`src/rtl/bafnp_pkg.sv`:
```
// Shared types and constants for the BLE advertising flags/name parser.
// Used by every module in rtl/; no dependencies of its own.
package bafnp_pkg;

    // Longest payload the walker honors; report_length is clamped to it.
    localparam int unsigned MAX_PAYLOAD = 31;

    // AD structure type codes and flags bits.
    localparam logic [7:0] AD_FLAGS         = 8'h01;
    localparam logic [7:0] AD_NAME_SHORT    = 8'h08;
    localparam logic [7:0] AD_NAME_COMPLETE = 8'h09;
    localparam logic [7:0] BIT_LIMITED      = 8'h01;
    localparam logic [7:0] BIT_GENERAL      = 8'h02;

    // Configuration register indexes.
    localparam logic CFG_DISCOVERY_MODE  = 1'b0;
    localparam logic CFG_MAX_NAME_LENGTH = 1'b1;

    typedef enum logic [1:0] {
        PH_LEN   = 2'd0,
        PH_TYPE  = 2'd1,
        PH_VALUE = 2'd2
    } t_phase;

    typedef enum logic [1:0] {
        KIND_OTHER = 2'd0,
        KIND_FLAGS = 2'd1,
        KIND_NAME  = 2'd2
    } t_kind;

    typedef enum logic [1:0] {
        MODE_NONE    = 2'd0,
        MODE_LIMITED = 2'd1,
        MODE_GENERAL = 2'd2,
        MODE_UNKNOWN = 2'd3
    } t_mode;

    typedef struct packed {
        logic [7:0] data_byte;
        logic [4:0] report_length;
        logic       first_byte;
        logic       last_byte;
    } t_in;

    typedef struct packed {
        logic       name_valid;
        logic [7:0] name_byte;
        logic       report_done;
        logic       accepted;
        logic       flags_found;
        logic [7:0] flags_value;
        logic       name_found;
    } t_out;

    typedef struct packed {
        t_mode      discovery_mode;
        logic [7:0] max_name_length;
    } t_cfg;

endpackage

```
`src/rtl/ble_adv_flags_name_parser.sv`:
```
// BLE advertising flags/name parser, top level: config registers, walker, result queue.
// Depends on bafnp_pkg, bafnp_walker and bafnp_out_fifo.
// Results are registered in the result queue; throughput is one byte per cycle
// unless the queue is full; the walker updates its state in one step and the
// two-entry result queue lets intake continue while a result waits.
// Reset (synchronous, active low): parse state cleared, discovery_mode = none,
// max_name_length = 255, result queue empty.
module ble_adv_flags_name_parser (
    input  logic             i_clk,
    input  logic             i_rst_n,
    // Byte intake
    input  logic             i_valid,
    output logic             o_ready,
    input  bafnp_pkg::t_in   i_data,
    // Result delivery
    output logic             o_valid,
    input  logic             i_ready,
    output bafnp_pkg::t_out  o_data,
    // Configuration writes
    input  logic             i_cfg_we,
    input  logic             i_cfg_index,
    input  logic [7:0]       i_cfg_wdata
);

    bafnp_pkg::t_cfg r_cfg;
    logic            accept;
    logic            w_res_valid;
    bafnp_pkg::t_out w_res;
    logic            q_full;

    // Configuration registers; the user must write them only while the block is idle; the block does not enforce this.
    always_ff @(posedge i_clk) begin
        if (!i_rst_n) begin
            r_cfg.discovery_mode  <= bafnp_pkg::MODE_NONE;
            r_cfg.max_name_length <= 8'd255;
        end else if (i_cfg_we) begin
            case (i_cfg_index)
                bafnp_pkg::CFG_DISCOVERY_MODE:
                    r_cfg.discovery_mode <= bafnp_pkg::t_mode'(i_cfg_wdata[1:0]);
                bafnp_pkg::CFG_MAX_NAME_LENGTH:
                    r_cfg.max_name_length <= i_cfg_wdata;
                default: ;
            endcase
        end
    end

    // Take a byte whenever the result queue has a free slot.
    assign o_ready = !q_full;
    assign accept  = i_valid && o_ready;

    bafnp_walker u_walker (
        .i_clk       (i_clk),
        .i_rst_n     (i_rst_n),
        .i_accept    (accept),
        .i_item      (i_data),
        .i_cfg       (r_cfg),
        .o_res_valid (w_res_valid),
        .o_res       (w_res)
    );

    // Push only bytes that produce a result (name byte or report end).
    bafnp_out_fifo u_out_fifo (
        .i_clk   (i_clk),
        .i_rst_n (i_rst_n),
        .i_push  (accept && w_res_valid),
        .i_wdata (w_res),
        .o_full  (q_full),
        .o_valid (o_valid),
        .i_ready (i_ready),
        .o_data  (o_data)
    );

`ifndef SYNTHESIS
    // A full queue always has something to deliver.
    a_full_has_data: assert property (@(posedge i_clk) disable iff (!i_rst_n)
        !o_ready |-> o_valid)
        else $error("queue full without a pending result");

    // A name byte is only ever emitted once the name record has been found.
    a_name_implies_found: assert property (@(posedge i_clk) disable iff (!i_rst_n)
        (o_valid && o_data.name_valid) |-> o_data.name_found)
        else $error("name byte without name_found");

    // Verdict only appears on the report's final result.
    a_verdict_on_done: assert property (@(posedge i_clk) disable iff (!i_rst_n)
        (o_valid && !o_data.report_done) |-> !o_data.accepted)
        else $error("accepted set outside report end");

    // A transferred byte that ends a report always lands in the queue next cycle.
    a_done_queued: assert property (@(posedge i_clk) disable iff (!i_rst_n)
        (accept && i_data.last_byte) |=> o_valid)
        else $error("report end lost");
`endif

endmodule

```
`src/rtl/bafnp_walker.sv`:
```
// Record walker: per-report parse state and the one-byte update step.
// Depends on bafnp_pkg.
module bafnp_walker (
    input  logic             i_clk,
    input  logic             i_rst_n,
    input  logic             i_accept,
    input  bafnp_pkg::t_in   i_item,
    input  bafnp_pkg::t_cfg  i_cfg,
    output logic             o_res_valid,
    output bafnp_pkg::t_out  o_res
);

    logic [4:0]        r_pos,     n_pos;
    logic [7:0]        r_rem,     n_rem;
    bafnp_pkg::t_phase r_phase,   n_phase;
    bafnp_pkg::t_kind  r_kind,    n_kind;
    logic              r_stopped, n_stopped;
    logic              r_fseen,   n_fseen;
    logic [7:0]        r_fheld,   n_fheld;
    logic              r_nseen,   n_nseen;
    logic              r_nclosed, n_nclosed;

    always_comb begin
        logic [4:0] size;
        logic [7:0] rem_m1;
        logic       nv;
        logic [7:0] nb;
        logic       acc;

        n_pos     = r_pos;
        n_rem     = r_rem;
        n_phase   = r_phase;
        n_kind    = r_kind;
        n_stopped = r_stopped;
        n_fseen   = r_fseen;
        n_fheld   = r_fheld;
        n_nseen   = r_nseen;
        n_nclosed = r_nclosed;
        nv        = 1'b0;
        nb        = 8'd0;
        acc       = 1'b0;

        // Start of a report: drop whatever the old report left.
        if (i_item.first_byte) begin
            n_pos     = 5'd0;
            n_rem     = 8'd0;
            n_phase   = bafnp_pkg::PH_LEN;
            n_kind    = bafnp_pkg::KIND_OTHER;
            n_stopped = 1'b0;
            n_fseen   = 1'b0;
            n_fheld   = 8'd0;
            n_nseen   = 1'b0;
            n_nclosed = 1'b0;
        end

        size = i_item.report_length;
        if (32'(size) > bafnp_pkg::MAX_PAYLOAD) begin
            size = 5'(bafnp_pkg::MAX_PAYLOAD);
        end
        rem_m1 = n_rem - 8'd1;

        if (!n_stopped && (n_pos < size)) begin
            case (n_phase)
                bafnp_pkg::PH_LEN: begin
                    // Record must fit, length byte included.
                    if ((i_item.data_byte == 8'd0) ||
                        ({4'd0, n_pos} + 9'd1 + {1'b0, i_item.data_byte} > {4'd0, size})) begin
                        n_stopped = 1'b1;
                    end else begin
                        n_rem   = i_item.data_byte;
                        n_phase = bafnp_pkg::PH_TYPE;
                    end
                end
                bafnp_pkg::PH_TYPE: begin
                    n_rem  = rem_m1;
                    n_kind = bafnp_pkg::KIND_OTHER;
                    if ((i_item.data_byte == bafnp_pkg::AD_FLAGS) && !n_fseen) begin
                        n_kind = bafnp_pkg::KIND_FLAGS;
                    end else if (((i_item.data_byte == bafnp_pkg::AD_NAME_SHORT) ||
                                  (i_item.data_byte == bafnp_pkg::AD_NAME_COMPLETE)) &&
                                 !n_nclosed) begin
                        n_nclosed = 1'b1;
                        if (rem_m1 <= i_cfg.max_name_length) begin
                            n_nseen = 1'b1;
                            n_kind  = bafnp_pkg::KIND_NAME;
                        end
                    end
                    n_phase = (rem_m1 != 8'd0) ? bafnp_pkg::PH_VALUE : bafnp_pkg::PH_LEN;
                end
                default: begin
                    if ((n_kind == bafnp_pkg::KIND_FLAGS) && !n_fseen) begin
                        n_fheld = i_item.data_byte;
                        n_fseen = 1'b1;
                    end else if (n_kind == bafnp_pkg::KIND_NAME) begin
                        nv = 1'b1;
                        nb = i_item.data_byte;
                    end
                    n_rem = rem_m1;
                    if (rem_m1 == 8'd0) begin
                        n_phase = bafnp_pkg::PH_LEN;
                    end
                end
            endcase
        end

        // Saturate the position counter.
        if (n_pos != 5'd31) begin
            n_pos = n_pos + 5'd1;
        end

        case (i_cfg.discovery_mode)
            bafnp_pkg::MODE_NONE:    acc = 1'b1;
            bafnp_pkg::MODE_LIMITED: acc = n_fseen && ((n_fheld & bafnp_pkg::BIT_LIMITED) != 8'd0);
            bafnp_pkg::MODE_GENERAL: acc = n_fseen &&
                ((n_fheld & (bafnp_pkg::BIT_LIMITED | bafnp_pkg::BIT_GENERAL)) != 8'd0);
            default:                 acc = 1'b0;
        endcase

        o_res_valid       = nv || i_item.last_byte;
        o_res.name_valid  = nv;
        o_res.name_byte   = nb;
        o_res.report_done = i_item.last_byte;
        o_res.accepted    = i_item.last_byte & acc;
        o_res.flags_found = n_fseen;
        o_res.flags_value = n_fheld;
        o_res.name_found  = n_nseen;

        // End of report: clear for the next one.
        if (i_item.last_byte) begin
            n_pos     = 5'd0;
            n_rem     = 8'd0;
            n_phase   = bafnp_pkg::PH_LEN;
            n_kind    = bafnp_pkg::KIND_OTHER;
            n_stopped = 1'b0;
            n_fseen   = 1'b0;
            n_fheld   = 8'd0;
            n_nseen   = 1'b0;
            n_nclosed = 1'b0;
        end
    end

    always_ff @(posedge i_clk) begin
        if (!i_rst_n) begin
            r_pos     <= 5'd0;
            r_rem     <= 8'd0;
            r_phase   <= bafnp_pkg::PH_LEN;
            r_kind    <= bafnp_pkg::KIND_OTHER;
            r_stopped <= 1'b0;
            r_fseen   <= 1'b0;
            r_fheld   <= 8'd0;
            r_nseen   <= 1'b0;
            r_nclosed <= 1'b0;
        end else if (i_accept) begin
            r_pos     <= n_pos;
            r_rem     <= n_rem;
            r_phase   <= n_phase;
            r_kind    <= n_kind;
            r_stopped <= n_stopped;
            r_fseen   <= n_fseen;
            r_fheld   <= n_fheld;
            r_nseen   <= n_nseen;
            r_nclosed <= n_nclosed;
        end
    end

endmodule

```
`src/rtl/bafnp_out_fifo.sv`:
```
// Two-entry result queue: decouples the result side from byte intake.
// Depends on bafnp_pkg.
module bafnp_out_fifo (
    input  logic             i_clk,
    input  logic             i_rst_n,
    input  logic             i_push,
    input  bafnp_pkg::t_out  i_wdata,
    output logic             o_full,
    output logic             o_valid,
    input  logic             i_ready,
    output bafnp_pkg::t_out  o_data
);

    bafnp_pkg::t_out r_mem [2];
    logic            r_wr_ptr;
    logic            r_rd_ptr;
    logic [1:0]      r_count;
    logic            pop;

    assign o_valid = (r_count != 2'd0);
    assign o_full  = (r_count == 2'd2);
    assign o_data  = r_mem[r_rd_ptr];
    assign pop     = o_valid && i_ready;

    always_ff @(posedge i_clk) begin
        if (i_push) begin
            r_mem[r_wr_ptr] <= i_wdata;
        end
    end

    always_ff @(posedge i_clk) begin
        if (!i_rst_n) begin
            r_wr_ptr <= 1'b0;
            r_rd_ptr <= 1'b0;
            r_count  <= 2'd0;
        end else begin
            if (i_push) begin
                r_wr_ptr <= ~r_wr_ptr;
            end
            if (pop) begin
                r_rd_ptr <= ~r_rd_ptr;
            end
            r_count <= r_count + {1'b0, i_push} - {1'b0, pop};
        end
    end

endmodule

```
`config.mk`:
```
export PLATFORM = sky130hd
export DESIGN_NAME = ble_adv_flags_name_parser
export DESIGN_NICKNAME = d
export VERILOG_FILES = /design/src/rtl/bafnp_pkg.sv /design/src/rtl/ble_adv_flags_name_parser.sv /design/src/rtl/bafnp_walker.sv /design/src/rtl/bafnp_out_fifo.sv
export SDC_FILE = /design/constraint.sdc
export NUM_CORES = 1
export LEC_CHECK = 0
export ABC_AREA = 0
export BUFFER_PORTS_ARGS = -buffer_cell sky130_fd_sc_hd__buf_2
export CORE_ASPECT_RATIO = 0.9
export CORE_MARGIN = 2
export CORE_UTILIZATION = 45
export CTS_CLUSTER_DIAMETER = 200
export CTS_CLUSTER_SIZE = 16
export DETAILED_ROUTE_END_ITERATION = 10
export PLACE_DENSITY_LB_ADDON = 0.12
export SYNTH_ARGS = -nofsm -noshare
export SYNTH_HDL_FRONTEND = slang
export SYNTH_SLANG_ARGS = --single-unit
```
`constraint.sdc`:
```
create_clock -name i_clk -period 13.3 [get_ports i_clk]
set_input_delay 3.325 -clock i_clk [delete_from_list [all_inputs] [get_ports i_clk]]
set_output_delay 3.325 -clock i_clk [all_outputs]
set_load 0.02 [all_outputs]
```
==> results_dict.tcl <==
set metrics [dict create \
    leakage_nw 2.22 \
    finClkSkew_ns 0.00605 \
    status "complete, no violations" \
    wire_per_inst_um 16.3 \
    synthArstFlopShare_pct 0 \
    postCtsHoldBufs 0 \
    slowest_stage "clkinv_1" \
    final.period_utilization_pct 55.7 \
    layout_commonest_cell "nand2_1" \
    cts_buffers 9 \
    finalWorstSetupSlack_ns 5.89 \
    arrival_ns 7.63 \
    fin_tns_setup_ns 0 \
    cts_resized 0 \
    routed_wl_um 11300 \
    drtPass1Iterations 7 \
    place_ws_ns 5.56 \
    port-buffer-count 51 \
    final_cells 691 \
    worst_setup_path_start_kind "primary input" \
    track_usage_pct 19.6 \
    grt_pass1_wl_um 18400 \
    timing.fmax_mhz 135 \
    cts_root_buf "clkbuf_16" \
    die_w_um 115 \
    n_antenna_cell 0 \
    final_cell_mix "nand2_1 (62), buf_2 (51), dfxtp_1 (44)" \
    cp_max_fo 27 \
    cts_setup_buffers 0 \
    dieArea_um2 11900 \
    grt_overflow_total 0 \
    ant_nets 0 \
    tightest_slew_ns 0.965 \
    synth_ff_type "dfxtp_1" \
    layout_min_cycle_time_ns 7.41 \
    cts_tree "built" \
    synth_cells 513 \
    synth_edf_count 42 \
    cts_buffer_depth 2 \
    dp_cells 675 \
    synth_largest_area_cell "edfxtp_1" \
    hold_path_class "reg -> reg" \
    clk_latency_ns 0.34 \
    crit_type "in -> reg" \
    pin_count 52 \
    chipHeight_um 104 \
    drcViolationCount 0 \
    dpl-instance-area_um2 5300 \
    grt_pass1_vias 3641 \
    viasPerCell 5.62 \
    hpwl_um 7920 \
    setup_viol 0 \
    start_util_pct 46.0 \
    synth.area.top_cells "edfxtp_1 (25%), dfxtp_1 (18%), ha_1 (8.1%), mux2_2 (5.2%), nand2_1 (4.7%)" \
    syn-cell-area_um2 4950 \
    clk_pin_slew_ns 0.07 \
    antenna_found_initial 0 \
    synth_fp_nets 575 \
    drtIter0Drc 322 \
    rows 36 \
    end_kind "register" \
    core_area_um2 10800 \
    slowest_delay_ns 0.63 \
    synth_warnings 0 \
    synth_seq_cells 86 \
    vdd_ir_drop_max_mv 0.0577 \
    max_slew_margin_pct 35.1 \
    synth_cell_type_count 65 \
    fin_util_pct 52.0 \
    clock-sinks 86 \
    power_uw 713 \
    path_cells "buf_2 > clkinv_1 > nand2_1 > inv_1 > ha_1 > nand3_1 > inv_1 > ha_1 > ha_1 > and3_1 > a221oi_1 > nor3_1 > a311oi_1 > nand4_1 > o32ai_1 > a22oi_1" \
    drv_cap 0 \
    seq_area_frac_synth_pct 43.2 \
    dr_total_vias 3883 \
    cp.required_ns 13.52 \
    holdWs_ns 0.472 \
    place_congestion 0.822 \
    avgSynthCellArea_um2 9.66 \
    drv_slew 0 \
    nNetsFinal 615 \
    fin_area_um2 5600 \
    areaGrowthSynthToFinish_pct 13.0 \
    powerDensity_nw_per_um2 127 \
    final_layout_size_suffix_gt1_share_pct 18.5 \
    critPathMostFrequentCell "ha_1" \
    rsz0062_at_grt "no" \
    cts_max_level 3 \
    grt_max_degree 46 \
    hold_violations 0 \
    synth_top_area_share_pct 25.5 \
]
power breakdown:
part           internal (mW)  switching [mW]
registers              0.293          0.0138
logic                 0.0634          0.0905
clock network          0.133           0.119
worst paths after layout:
kind | startpoint | to | cells after the start | slack (ns)
worst min register to register | u_walker.r_nseen$_SDFFE_PN0P_ | u_walker.r_nseen$_SDFFE_PN0P_ | 2 | 0.47
worst max-delay path | i_data[1] | u_walker.r_rem[2]$_SDFFE_PN0P_ | 16 | 5.89
worst min-delay path | u_walker.r_nseen$_SDFFE_PN0P_ | u_walker.r_nseen$_SDFFE_PN0P_ | 2 | 0.47
worst max register to register | u_walker.r_pos[2]$_SDFFE_PN0P_ | u_out_fifo.r_count[1]$_SDFF_PN0_ | 13 | 9.50
final cells by class:
| cell class | count | area (µm²) |
|---|---|---|
| Clock buffer | 9 | 225 |
| Multi-Input combinational cell | 374 | 2610 |
| Timing Repair Buffer | 53 | 270 |
| Clock inverter | 7 | 71.3 |
| Fill cell | 989 | 5170 |
| Inverter | 29 | 109 |
| Sequential cell | 86 | 2140 |
| Tap cell | 133 | 166 |
sequential cells by signal (all words and copies together), names as in the netlist, 2 cells and up, named ones only:
register,flops
r_cfg,10
u_out_fifo.r_count,2
u_out_fifo.r_mem,42
u_walker.r_fheld,8
u_walker.r_kind,2
u_walker.r_phase,2
u_walker.r_pos,5
u_walker.r_rem,8
cell usage after synthesis, types with 5 or more instances:
master	n
ha_1	32
xnor2_1	7
edfxtp_1	42
nand2_1	62
a21oi_1	13
nand2b_1	5
and2_1	20
inv_1	28
mux2_2	23
dfxtp_1	44
nand3_1	12
o211ai_1	11
nor2b_1	29
nor2_1	26
clkbuf_1	19
o21ai_0	26
a22oi_1	14
nor3_1	14
xor2_1	5
kinds of logic after synthesis:
group / share of synthesized area (%)
AO/OA/AOI/OAI: 17.1
XOR/XNOR: 2.12
adder cells (fa/ha/maj): 8.69
buffers and inverters: 4.04
flip-flops: 43.2
multiplexers: 5.63
AND/OR/NAND/NOR: 19.2
layer usage:
layer  vias up  part of all wire (%)  global-route usage, %
li1       1938                     -                      -
met2        86                    46                   30.6
met1      1847                    49                   27.7
met5         -                     0                      0
met4         0                   1.2                   5.40
met3        12                   4.4                   3.86
critical path, delay by kind of cell:
family	cells	cell delay (ns)
AOI/OAI and AO/OA	4	1.27
buffers and inverters	4	1.19
and+or+nand+nor	5	1.02
adders and majority gates	3	0.83
No activity file was read; power rests on OpenSTA's default activity.
